File: src/rtl/assert_macros.svh
// Assertion macros for the RTL that checks itself.
// Both are sampled on the rising edge of aclk.
`ifndef ASSERT_MACROS_SVH
`define ASSERT_MACROS_SVH

// Checked only while the block is out of reset.
`define PPC_ASSERT(lbl, prop, msg) \
    lbl: assert property (@(posedge aclk) disable iff (!aresetn) prop) else $error(msg);

// Checked on every edge, reset included.
`define PPC_ASSERT_ALWAYS(lbl, prop, msg) \
    lbl: assert property (@(posedge aclk) prop) else $error(msg);

`endif

File: src/rtl/ppc_pkg.sv
package ppc_pkg;

    // Field widths.
    localparam int POS_W  = 32;
    localparam int HEAD_W = 16;

    // Working width of the rotated vector (Q16.32, with CORDIC growth).
    localparam int XY_W  = 50;
    // Residual angle width, in units of 2^-32 turn.
    localparam int Z_W   = 34;
    // Width of a rotated coordinate after rounding back to Q16.16.
    localparam int RES_W = XY_W - 16;

    // Longest micro-rotation chain that the angle table supports.
    localparam int MAX_STAGES = 24;

    // Inverse CORDIC gain, 0.6072529350 in Q31.
    localparam logic signed [31:0] GAIN_Q31 = 32'sd1304065748;

    // atan(2^-i) / (2 pi) * 2^32, rounded to nearest.
    localparam logic [30:0] ATAN_TURNS [MAX_STAGES] = '{
        31'd536870912, 31'd316933406, 31'd167458907, 31'd85004756,
        31'd42667331,  31'd21354465,  31'd10679838,  31'd5340245,
        31'd2670163,   31'd1335087,   31'd667544,    31'd333772,
        31'd166886,    31'd83443,     31'd41722,     31'd20861,
        31'd10430,     31'd5215,      31'd2608,      31'd1304,
        31'd652,       31'd326,       31'd163,       31'd81
    };

    // Request kinds.
    typedef enum logic {
        REQ_COMPOSE = 1'b0,
        REQ_EXPRESS = 1'b1
    } req_type_t;

    // Payload that walks down the rotation chain.
    typedef struct packed {
        logic signed [XY_W-1:0]   x;
        logic signed [XY_W-1:0]   y;
        logic signed [Z_W-1:0]    z;
        logic signed [POS_W-1:0]  ox;
        logic signed [POS_W-1:0]  oy;
        logic        [HEAD_W-1:0] heading;
    } rot_t;

    // Stage handshake between neighbors: advance strobe and the item's valid.
    typedef struct packed {
        logic en;
        logic valid;
    } stage_ctl_t;

endpackage

File: src/rtl/ppc_post.sv
module ppc_post
    import ppc_pkg::*;
(
    input  logic                     aclk,
    input  logic                     aresetn,
    input  stage_ctl_t               ctl_in,
    input  rot_t                     data_in,
    output logic                     valid_out,
    output logic signed [POS_W-1:0]  cx,
    output logic signed [POS_W-1:0]  cy,
    output logic        [HEAD_W-1:0] c_heading,
    output logic                     overflow
);

    // Stage D registers: coordinates rounded back to Q16.16.
    logic                     d_valid_reg;
    logic signed [RES_W-1:0]  rx_d_reg, ry_d_reg, rx_d_next, ry_d_next;
    logic signed [POS_W-1:0]  ox_d_reg, oy_d_reg;
    logic        [HEAD_W-1:0] head_d_reg;

    // Output registers.
    logic                     out_valid_reg;
    logic signed [POS_W-1:0]  cx_reg, cy_reg, cx_next, cy_next;
    logic        [HEAD_W-1:0] head_reg;
    logic                     ovf_reg, ovf_next;

    logic signed [XY_W-1:0]   x_rnd, y_rnd;
    logic signed [RES_W:0]    sum_x, sum_y;
    logic                     sat_x, sat_y;

    // Round half up from Q16.32 to Q16.16.
    always_comb begin
        x_rnd     = data_in.x + XY_W'(32768);
        y_rnd     = data_in.y + XY_W'(32768);
        rx_d_next = x_rnd[XY_W-1:16];
        ry_d_next = y_rnd[XY_W-1:16];
    end

    // Add the offset of frame b and clamp to 32 bits.
    always_comb begin
        sum_x = {rx_d_reg[RES_W-1], rx_d_reg}
              + {{(RES_W+1-POS_W){ox_d_reg[POS_W-1]}}, ox_d_reg};
        sum_y = {ry_d_reg[RES_W-1], ry_d_reg}
              + {{(RES_W+1-POS_W){oy_d_reg[POS_W-1]}}, oy_d_reg};
        sat_x = (sum_x[RES_W:POS_W-1] != '0) && (sum_x[RES_W:POS_W-1] != '1);
        sat_y = (sum_y[RES_W:POS_W-1] != '0) && (sum_y[RES_W:POS_W-1] != '1);
        if (sat_x) begin
            cx_next = sum_x[RES_W] ? {1'b1, {(POS_W-1){1'b0}}} : {1'b0, {(POS_W-1){1'b1}}};
        end else begin
            cx_next = sum_x[POS_W-1:0];
        end
        if (sat_y) begin
            cy_next = sum_y[RES_W] ? {1'b1, {(POS_W-1){1'b0}}} : {1'b0, {(POS_W-1){1'b1}}};
        end else begin
            cy_next = sum_y[POS_W-1:0];
        end
        ovf_next = sat_x || sat_y;
    end

    always_ff @(posedge aclk) begin
        if (!aresetn) begin
            d_valid_reg   <= 1'b0;
            out_valid_reg <= 1'b0;
        end else if (ctl_in.en) begin
            d_valid_reg   <= ctl_in.valid;
            out_valid_reg <= d_valid_reg;
        end
    end

    always_ff @(posedge aclk) begin
        if (ctl_in.en) begin
            rx_d_reg   <= rx_d_next;
            ry_d_reg   <= ry_d_next;
            ox_d_reg   <= data_in.ox;
            oy_d_reg   <= data_in.oy;
            head_d_reg <= data_in.heading;

            cx_reg     <= cx_next;
            cy_reg     <= cy_next;
            head_reg   <= head_d_reg;
            ovf_reg    <= ovf_next;
        end
    end

    assign valid_out = out_valid_reg;
    assign cx        = cx_reg;
    assign cy        = cy_reg;
    assign c_heading = head_reg;
    assign overflow  = ovf_reg;

endmodule
File: config.mk
export PLATFORM = sky130hd
export DESIGN_NAME = ppc_post
export DESIGN_NICKNAME = d
export VERILOG_FILES = /design/src/rtl/assert_macros.svh /design/src/rtl/ppc_pkg.sv /design/src/rtl/ppc_post.sv
export SDC_FILE = /design/constraint.sdc
export NUM_CORES = 1
export LEC_CHECK = 0
export BUFFER_PORTS_ARGS = -buffer_cell sky130_fd_sc_hd__buf_2
export CAP_MARGIN = 10
export CELL_PAD_IN_SITES_DETAIL_PLACEMENT = 0
export CELL_PAD_IN_SITES_GLOBAL_PLACEMENT = 1
export CORE_ASPECT_RATIO = 1.5
export CORE_MARGIN = 2
export CORE_UTILIZATION = 46
export DETAILED_ROUTE_END_ITERATION = 6
export PLACE_DENSITY_LB_ADDON = 0.1
export SYNTH_ARGS = -nofsm -noshare
export SYNTH_HDL_FRONTEND = slang
export SYNTH_SLANG_ARGS = --single-unit
File: constraint.sdc
create_clock -name aclk -period 6.4 [get_ports aclk]
set_clock_uncertainty 0.05 [all_clocks]
set_input_delay 0 -clock aclk [delete_from_list [all_inputs] [get_ports aclk]]
set_output_delay 0 -clock aclk [all_outputs]
set_load 0.05 [all_outputs]
==> results.yml <==
outcome:
  status: "finished, final reports clean"
timing:
  maxSlewViolCount: 0
  worst_pin_slew_ps: 1220
  hold_violations: 0
  fmax_mhz: 231
  period_minus_slack_ps: 4340
  relSlewSlack: 0.188
  rsz0062_at_grt: "false"
  period_share: 0.677
  setup_viol: 0
  fin_setup_tns_ps: 0
  fin_ws_ps: 2060
yosys:
  synth_top_area_share: 0.551
  synth-edff-count: 229
  yosys_warnings: 0
  async_reset_ff_frac: 0
  ys_seq_elements: 231
  ys_seq_area_frac: 0.554
  synth.avg_cell_area_um2: 11.8
  synth_nets: 1349
  netlist_instances: 1059
  synth_commonest_cells: "edfxtp_1 (229), a21oi_1 (92), xnor2_1 (77), nand2_1 (74), ha_1 (70)"
  synth.cell_area_um2: 12500
  synth_flop_cell: "edfxtp_1"
  yosysTopAreaCell: "edfxtp_1"
  synth_cell_types: 60
  synth.area.top_cells: "edfxtp_1 (55%), ha_1 (7.0%), xnor2_1 (5.4%), a21oi_1 (3.7%), xor2_1 (3.0%)"
  yosys.cell_count.top_type: "edfxtp_1"
clock_tree:
  cts_made_buffers: 23
  cts.htree.levels: 1
  clk_path_buf_depth: 3
  clock-root-buffer: "clkbuf_16"
  path_clk_slew_ps: 60
  cts_tree: "built"
  cts.sinks: 231
  post_cts_buffers: 0
  insertion_delay_ps: 520
  ctsResizeCount: 0
place:
  place_ws_ps: 2120
  gp_congestion: 0.839
  dp_cells: 1612
  portBuffers: 235
  hpwl_um: 21600
routing:
  viasPerCell: 5.28
  wl_per_cell_um: 16.3
  route.detailed.drc: 0
  via_count: 9810
  drt_pass1_iterations: 5
  wl_um: 30300
  drt_iter0_markers: 454
  antenna_left: 0
finish:
  layout.cells.non_filler: 1857
  final_nets: 1793
  fin_util: 0.630
  area_delta_synth_final_pct: 34.0
  drive_above_1_share: 0.196
power:
  total_power_w: 0.00469
  p_leak_nw: 6.61
  powerDensity_nw_per_um2: 280
  peakVddDrop_uv: 235
critical_path:
  required_ps: 6540
  worstSetupEndpointType: "flop"
  startpoint_type: "flop"
  worst_ep_arrival_time_ps: 4480
  cp_slowest_stage_delay_ps: 930
  path_cells: "ha_1 -> nand4_1 -> nor3_1 -> nand3_1 -> a31oi_1 -> mux2i_1 -> a2111o_1 -> or2_1 -> o21ai_2 -> o21ai_0"
  cp_max_fo: 31
  crit_slowest_cell: "o21ai_2"
  critPathKind: "flop to flop"
grt:
  track_usage: 0.206
  grt_max_degree: 83
  grt-ovfl-total: 0
  grt_pass1_vias: 9829
  grt_first_pass_wirelength_um: 47500
  antenna_found_initial: 1
die:
  die_h_um: 206
  ios: 300
  core_area_um2: 26600
  die_area_um2: 28500
  die_w_um: 139
  std_cell_rows: 73
  start_util: 0.470
worst_hold_path:
  hold_class: "input port to flop"
run:
  maxCapViolCount: 0
path summary, 6_finish.rpt:
kind         slack, ps               startpoint                      to  cells after the start
max reg2reg       2060   ox_d_reg[26]$_DFFE_PP_        cx[14]$_DFFE_PP_                     10
min reg2reg        370  head_d_reg[7]$_DFFE_PP_  c_heading[7]$_DFFE_PP_                      0
min                 30             data_in[179]   rx_d_reg[6]$_DFFE_PP_                      3
max               2060   ox_d_reg[26]$_DFFE_PP_        cx[14]$_DFFE_PP_                     10
per-stage QoR:
stage / instance area [um^2] / hold WS [ps]
floorplan: 12500 / 48.9
global placement: 14000 / 126
detailed placement: 14000 / 128
CTS: 16700 / 4.15
global route: 16700 / 19.0
finish: 16700 / 32.5
placed cells by master (no fill, tap or decap), types with 18 or more instances in the layout:
master           n
a21o_1          26
a21oi_1         92
buf_2          234
clkbuf_16       23
dlygate4sd3_1  203
edfxtp_1       229
ha_1            70
inv_1           33
nand2_1         74
nand3_1         38
nand4_1         21
nor2_1          51
nor3_1          18
o21ai_0         68
xnor2_1         77
xor2_1          43
cell type report:
type	instances	area [um^2]
tap	337	422
fill	2149	9840
sequential	231	6920
clock inverter	14	97.6
antenna	1	2.50
multi-input combinational	771	5330
clock buffer	27	591
timing repair buffer	443	3260
inverter	33	124
logic make-up after synthesis:
family                   Yosys count  share of synthesized area
adder cells (fa/ha/maj)           72                     0.0733
AND/OR/NAND/NOR                  281                      0.116
buffers and inverters             57                     0.0200
flip-flops                       231                      0.554
XOR/XNOR                         120                     0.0842
multiplexers                       4                    0.00321
AO/OA/AOI/OAI                    294                      0.150
repair_timing:
action / in CTS / in global routing
hold endpoints to repair: 228 / 0
endpoints found under the setup margin: 0 / 0
hold buffers: 203 / 0
worst max-delay path, delay by kind of cell (launching register included):
family	cells	cell delay, ps
compound gates	4	1950
fa+ha+maj	1	470
flops	1	400
mux	1	130
simple gates	4	1000
layer usage:
| metal | vias to the layer above | global-route usage | wire length (um) |
|---|---|---|---|
| met5 | - | 0 | 0 |
| met4 | 0 | 0.0842 | 1060 |
| met3 | 64 | 0.0228 | 1040 |
| met2 | 228 | 0.403 | 16600 |
| met1 | 4608 | 0.224 | 11600 |
| li1 | 4910 | - | - |
power breakdown:
group	switching [W]	internal [W]
sequential	0.0000503	0.00190
clock	0.000546	0.000700
combinational	0.000979	0.000515
total	0.00158	0.00311
(Power assumes the default switching activity.)
