[config.mk]
export PLATFORM = sky130hd
export DESIGN_NAME = ppc_prep
export DESIGN_NICKNAME = d
export VERILOG_FILES = /design/src/rtl/assert_macros.svh /design/src/rtl/ppc_pkg.sv /design/src/rtl/ppc_prep.sv
export SDC_FILE = /design/constraint.sdc
export NUM_CORES = 2
export LEC_CHECK = 0
export BUFFER_PORTS_ARGS = -buffer_cell sky130_fd_sc_hd__buf_2
export CAP_MARGIN = 40
export CORE_MARGIN = 2
export CORE_UTILIZATION = 40
export CTS_CLUSTER_SIZE = 25
export DETAILED_ROUTE_END_ITERATION = 6
export PLACE_DENSITY = 0.58
export SYNTH_ARGS = -nofsm -noshare
export SYNTH_HDL_FRONTEND = slang
export SYNTH_SLANG_ARGS = --single-unit
[constraint.sdc]
create_clock -name aclk -period 8.3 [get_ports aclk]
set_input_delay 0.415 -clock aclk [delete_from_list [all_inputs] [get_ports aclk]]
set_output_delay 0.415 -clock aclk [all_outputs]
set_load 0.05 [all_outputs]
[src/rtl/assert_macros.svh]
// Assertion macros for the RTL that checks itself.
// Both are sampled on the rising edge of aclk.
`ifndef ASSERT_MACROS_SVH
`define ASSERT_MACROS_SVH

// Checked only while the block is out of reset.
`define PPC_ASSERT(lbl, prop, msg) \
    lbl: assert property (@(posedge aclk) disable iff (!aresetn) prop) else $error(msg);

// Checked on every edge, reset included.
`define PPC_ASSERT_ALWAYS(lbl, prop, msg) \
    lbl: assert property (@(posedge aclk) prop) else $error(msg);

`endif

[src/rtl/ppc_pkg.sv]
package ppc_pkg;

    // Field widths.
    localparam int POS_W  = 32;
    localparam int HEAD_W = 16;

    // Working width of the rotated vector (Q16.32, with CORDIC growth).
    localparam int XY_W  = 50;
    // Residual angle width, in units of 2^-32 turn.
    localparam int Z_W   = 34;
    // Width of a rotated coordinate after rounding back to Q16.16.
    localparam int RES_W = XY_W - 16;

    // Longest micro-rotation chain that the angle table supports.
    localparam int MAX_STAGES = 24;

    // Inverse CORDIC gain, 0.6072529350 in Q31.
    localparam logic signed [31:0] GAIN_Q31 = 32'sd1304065748;

    // atan(2^-i) / (2 pi) * 2^32, rounded to nearest.
    localparam logic [30:0] ATAN_TURNS [MAX_STAGES] = '{
        31'd536870912, 31'd316933406, 31'd167458907, 31'd85004756,
        31'd42667331,  31'd21354465,  31'd10679838,  31'd5340245,
        31'd2670163,   31'd1335087,   31'd667544,    31'd333772,
        31'd166886,    31'd83443,     31'd41722,     31'd20861,
        31'd10430,     31'd5215,      31'd2608,      31'd1304,
        31'd652,       31'd326,       31'd163,       31'd81
    };

    // Request kinds.
    typedef enum logic {
        REQ_COMPOSE = 1'b0,
        REQ_EXPRESS = 1'b1
    } req_type_t;

    // Payload that walks down the rotation chain.
    typedef struct packed {
        logic signed [XY_W-1:0]   x;
        logic signed [XY_W-1:0]   y;
        logic signed [Z_W-1:0]    z;
        logic signed [POS_W-1:0]  ox;
        logic signed [POS_W-1:0]  oy;
        logic        [HEAD_W-1:0] heading;
    } rot_t;

    // Stage handshake between neighbors: advance strobe and the item's valid.
    typedef struct packed {
        logic en;
        logic valid;
    } stage_ctl_t;

endpackage

[src/rtl/ppc_prep.sv]
module ppc_prep
    import ppc_pkg::*;
(
    input  logic                     aclk,
    input  logic                     aresetn,
    input  stage_ctl_t               ctl_in,
    input  logic                     req_type,
    input  logic signed [POS_W-1:0]  ax,
    input  logic signed [POS_W-1:0]  ay,
    input  logic signed [HEAD_W-1:0] a_heading,
    input  logic signed [POS_W-1:0]  bx,
    input  logic signed [POS_W-1:0]  by,
    input  logic signed [HEAD_W-1:0] b_heading,
    output logic                     valid_out,
    output rot_t                     data_out
);

    // Stage A registers: vector to rotate, angle, offset and heading.
    logic                      a_valid_reg;
    logic signed [POS_W:0]     vx_a_reg, vy_a_reg, vx_a_next, vy_a_next;
    logic signed [HEAD_W-1:0]  t_a_reg, t_a_next;
    logic signed [POS_W-1:0]   ox_a_reg, oy_a_reg, ox_a_next, oy_a_next;
    logic        [HEAD_W-1:0]  head_a_reg, head_a_next;

    // Stage B registers: gain products.
    logic                      b_valid_reg;
    logic signed [2*POS_W:0]   px_b_reg, py_b_reg, px_b_next, py_b_next;
    logic signed [HEAD_W-1:0]  t_b_reg;
    logic signed [POS_W-1:0]   ox_b_reg, oy_b_reg;
    logic        [HEAD_W-1:0]  head_b_reg;

    // Stage C registers: folded vector and residual angle.
    logic                      c_valid_reg;
    rot_t                      c_reg, c_next;

    logic signed [2*POS_W:0]   px_rnd, py_rnd;
    logic signed [XY_W-1:0]    xs_rnd, ys_rnd;
    logic                      fold;
    logic signed [HEAD_W-1:0]  t_fold;

    // Operand selection per request kind; the heading wraps modulo one turn.
    always_comb begin
        if (req_type_t'(req_type) == REQ_EXPRESS) begin
            vx_a_next   = {ax[POS_W-1], ax} - {bx[POS_W-1], bx};
            vy_a_next   = {ay[POS_W-1], ay} - {by[POS_W-1], by};
            t_a_next    = HEAD_W'(0 - b_heading);
            ox_a_next   = '0;
            oy_a_next   = '0;
            head_a_next = HEAD_W'(a_heading - b_heading);
        end else begin
            vx_a_next   = {ax[POS_W-1], ax};
            vy_a_next   = {ay[POS_W-1], ay};
            t_a_next    = b_heading;
            ox_a_next   = bx;
            oy_a_next   = by;
            head_a_next = HEAD_W'(a_heading + b_heading);
        end
    end

    // Scale by the inverse CORDIC gain.
    assign px_b_next = vx_a_reg * GAIN_Q31;
    assign py_b_next = vy_a_reg * GAIN_Q31;

    // Round the products to Q16.32 and fold the angle into half a turn.
    always_comb begin
        px_rnd = (px_b_reg + (2*POS_W+1)'(16384)) >>> 15;
        py_rnd = (py_b_reg + (2*POS_W+1)'(16384)) >>> 15;
        xs_rnd = px_rnd[XY_W-1:0];
        ys_rnd = py_rnd[XY_W-1:0];
        fold   = (t_b_reg > 16'sd16384) || (t_b_reg < -16'sd16384);
        // Moving by half a turn in either direction flips the sign bit.
        t_fold = {~t_b_reg[HEAD_W-1], t_b_reg[HEAD_W-2:0]};

        c_next.x       = fold ? -xs_rnd : xs_rnd;
        c_next.y       = fold ? -ys_rnd : ys_rnd;
        c_next.z       = fold ? {{(Z_W-32){t_fold[HEAD_W-1]}}, t_fold, 16'd0}
                              : {{(Z_W-32){t_b_reg[HEAD_W-1]}}, t_b_reg, 16'd0};
        c_next.ox      = ox_b_reg;
        c_next.oy      = oy_b_reg;
        c_next.heading = head_b_reg;
    end

    // Valid bits.
    always_ff @(posedge aclk) begin
        if (!aresetn) begin
            a_valid_reg <= 1'b0;
            b_valid_reg <= 1'b0;
            c_valid_reg <= 1'b0;
        end else if (ctl_in.en) begin
            a_valid_reg <= ctl_in.valid;
            b_valid_reg <= a_valid_reg;
            c_valid_reg <= b_valid_reg;
        end
    end

    // Payload registers.
    always_ff @(posedge aclk) begin
        if (ctl_in.en) begin
            vx_a_reg   <= vx_a_next;
            vy_a_reg   <= vy_a_next;
            t_a_reg    <= t_a_next;
            ox_a_reg   <= ox_a_next;
            oy_a_reg   <= oy_a_next;
            head_a_reg <= head_a_next;

            px_b_reg   <= px_b_next;
            py_b_reg   <= py_b_next;
            t_b_reg    <= t_a_reg;
            ox_b_reg   <= ox_a_reg;
            oy_b_reg   <= oy_a_reg;
            head_b_reg <= head_a_reg;

            c_reg      <= c_next;
        end
    end

    assign valid_out = c_valid_reg;
    assign data_out  = c_reg;

endmodule

==> summary.md <==
| Metric | Value |
|---|---|
| Max reg flops | 196 |
| Worst skew pair latency | 0.73 ns |
| Min-delay src | by[8] |
| FILL cells | 15500 |
| DRC viols | 0 |
| Slew @ Worst Pin | 1.06 ns |
| Final net count | 8487 |
| Crit path max fanout | 8 |
| Num rows | 148 |
| Hold EP | oy_a_reg[8] |
| Crit path arrival time | 8.51 ns |
| Tot GR Track Use | 0.222 |
| Synth Flop Type | edfxtp_1 |
| Main combinational cell family by area after synthesis | adder cells |
| Synth Area per Inst | 10.8 µm² |
| Max-slew violations | 0 |
| Die ar. | 168000 µm² |
| Layout cells sized above 1 | 0.105 |
| Max_cap viols | 0 |
| Max Clk Rate | 0.125 GHz |
| FF-to-FF Start | vy_a_reg[7] |
| XOR/XNOR Fraction of Synth Area | 0.0738 |
| Synthesized area | 65900 µm² |
| Antenna-violating nets left | 0 |
| Worst-path clk slew | 0.06 ns |
| Hold path depth | 3 |
| Simple-gate portion of the synthesized area | 0.0749 |
| Final wirelength | 188000 µm |
| Crit path kind | flop to flop |
| CP max stage cell | edfxtp_1 |
| Clock sink total | 559 |
| Setup slack at placement | 0.119 ns |
| Worst Path Required | 8.81 ns |
| Clk root buf | clkbuf_16 |
| Largest net degree at the start of global routing | 170 |
| Yosys reg bits | 559 |
| Congestion Overflow GR | 0 |
| DR vias | 44400 |
| Die width | 410 µm |
| Worst reg2reg endpoint | py_b_reg[63] |
| Setup crit end kind | flop |
| Global-route wire length before repair | 280000 µm |
| Highest cell delay on the worst timing path | 0.54 ns |
| Fin crit period | 8.00 ns |
| Starting utilization of the core area | 0.404 |
| DP HPWL | 163000 µm |
| Cells after Synth | 6080 |
| Antenna violations before repair | 2 |
| H-tree Lvls | 3 |
| DR vias/cell | 5.03 |
| Drt pass-1 iters | 6 |
| Syn. warnings | 0 |
| # setup viols final | 0 |
| Final hold vios | 0 |
| Setup_tns | 0 ns |
| Footprint of the multi-input gates | 43800 µm² |
| Vias in the first global route | 46300 |
| Sequential standard cell area | 16800 µm² |
| Worst slew margin | 0.290 |
| Worst Skew | 0.0426 ns |
| Fin util | 0.453 |
| R2R Setup Slk | 0.30 ns |
| CTS tree | done |
| Core area | 163000 µm² |
| Longest Clk Path Bufs | 3 |
| Fin crit share | 0.964 |
| Top cell by count, worst path | fa_1 |
| Worst hold slack | 0.0472 ns |
| Worst R2R Path Depth | 25 |
| Tightest Hold Check Type | input pin to flop |
| DR iter-0 viols | 2500 |
| Die height | 410 µm |
| Post-Synth Adder-Cell Area | 0.428 |
| P&R area growth vs syn | 12.3% |
| Gp weighted congestion | 0.968 |
| Input/output buffers | 363 |
| Seq/Total Area, Yosys | 0.254 |
| Complex-gate fraction of the synthesized area | 0.0764 |
| CTS Buf Count | 72 |
| Drt wl/cell | 21.3 µm |
| Top Ports | 380 |
| Asr flop ratio synth | 0 |
| Post-synthesis mux area share | 0.00951 |
| Run status | complete, no violations |
| Worst setup margin | 0.299 ns |
| Post-synth EDFFs | 556 |
| Unique masters post-synth | 89 |
| Type of origin of the critical path | flop |
## routing by layer
metal	wire (µm)	global-route usage	vias up
met3	5840	0.0236	190
met5	12	0	-
met1	77000	0.272	22400
met4	4780	0.0613	2
li1	-	-	21000
met2	100000	0.411	762
## Yosys cell counts, drive strengths merged, types with 14 or more instances
master	number	area, µm²
clkbuf	82	309
fa	879	17600
a21boi	14	105
nor2b	39	244
nor2	259	972
o21a	37	278
nor4	38	287
edfxtp	556	16700
nor3	79	395
o21ai	133	684
and4	19	166
and3	61	382
mux2i	15	150
xnor2	317	2780
nand3	79	395
nand4	54	353
a21o	133	998
o21bai	19	143
o31ai	22	165
nand2	212	796
nand2b	35	219
and2	28	175
or3	29	186
inv	1316	4940
buf	32	199
mux2	42	477
a21oi	220	1100
ha	850	10600
o211ai	21	158
a31oi	44	275
a211oi	15	113
xor2	238	2080
## cells by family after synthesis
group,Yosys count
fa+ha+maj,1729
buf+inv,1431
simple gates,976
compound gates,772
flops,559
xor+xnor,555
mux,57
other cells,1
## worst max-delay path by stage
stage,start,to,slack [ns],cells after the start
floorplan,vy_a_reg[32],py_b_reg[63],0.31,24
global placement,vy_a_reg[6],py_b_reg[63],0.30,25
detailed placement,vy_a_reg[12],py_b_reg[63],0.12,23
CTS,vy_a_reg[6],py_b_reg[63],0.12,25
global route,vy_a_reg[12],py_b_reg[63],-0.003,25
finish,vy_a_reg[7],py_b_reg[63],0.30,25
## critical path: cells and delay by family (launching register included)
kind,cells,cell delay [ns]
AO/OA/AOI/OAI,10,2.83
XOR/XNOR,1,0.13
AND/OR/NAND/NOR,1,0.22
buffers and inverters,4,0.23
flip-flops,1,0.54
adder cells (fa/ha/maj),9,3.86
## cells in the final DEF (no fill, tap or decap), types with 19 or more instances in the layout
cell           instances
buf_2                362
o31ai_1               22
nor2_1               259
o21bai_1              19
or3_1                 28
edfxtp_1             556
inv_1               1315
a31oi_1               44
and4_1                19
mux2_2                41
o21a_1                37
a21o_1               133
nand2b_1              35
clkbuf_16             72
o211ai_1              21
dlygate4sd3_1         37
nor2b_1               39
nand4_1               53
nor4_1                33
a21oi_1              217
ha_1                 847
fa_1                 879
and3_1                61
o21ai_0              127
buf_4                133
and2_1                26
nand3_1               79
xnor2_1              316
nand2_1              211
xor2_1               238
nor3_1                78
## what timing repair did
action                                  CTS  global route
hold buffers                             37             0
hold endpoints to repair                 38             0
endpoints found under the setup margin    0             9
resized for setup                         0            11
buffers inserted                          0            11
## metrics by stage
stage / cell area [µm²] / std cells
2_1_floorplan: 66000 / 6095
3_3_place_gp: 71000 / 8644
3_5_place_dp: 71000 / 8646
6_report: 74000 / 8823
5_1_grt: 74000 / 8822
4_1_cts: 73800 / 8810
## final cells by class
cell class,count,share of cell area
Multi-Input combinational cell,4105,0.592
Sequential cell,559,0.227
Timing Repair Buffer,538,0.0445
Inverter,1317,0.0668
Clock inverter,50,0.00856
Clock buffer,77,0.0246
Antenna cell,2,0.0000677
Tap cell,2175,0.0368
Power is left out: the tool's default activity adds up to more than one toggle a clock period on the data nets, which glitch-free logic cannot reach.
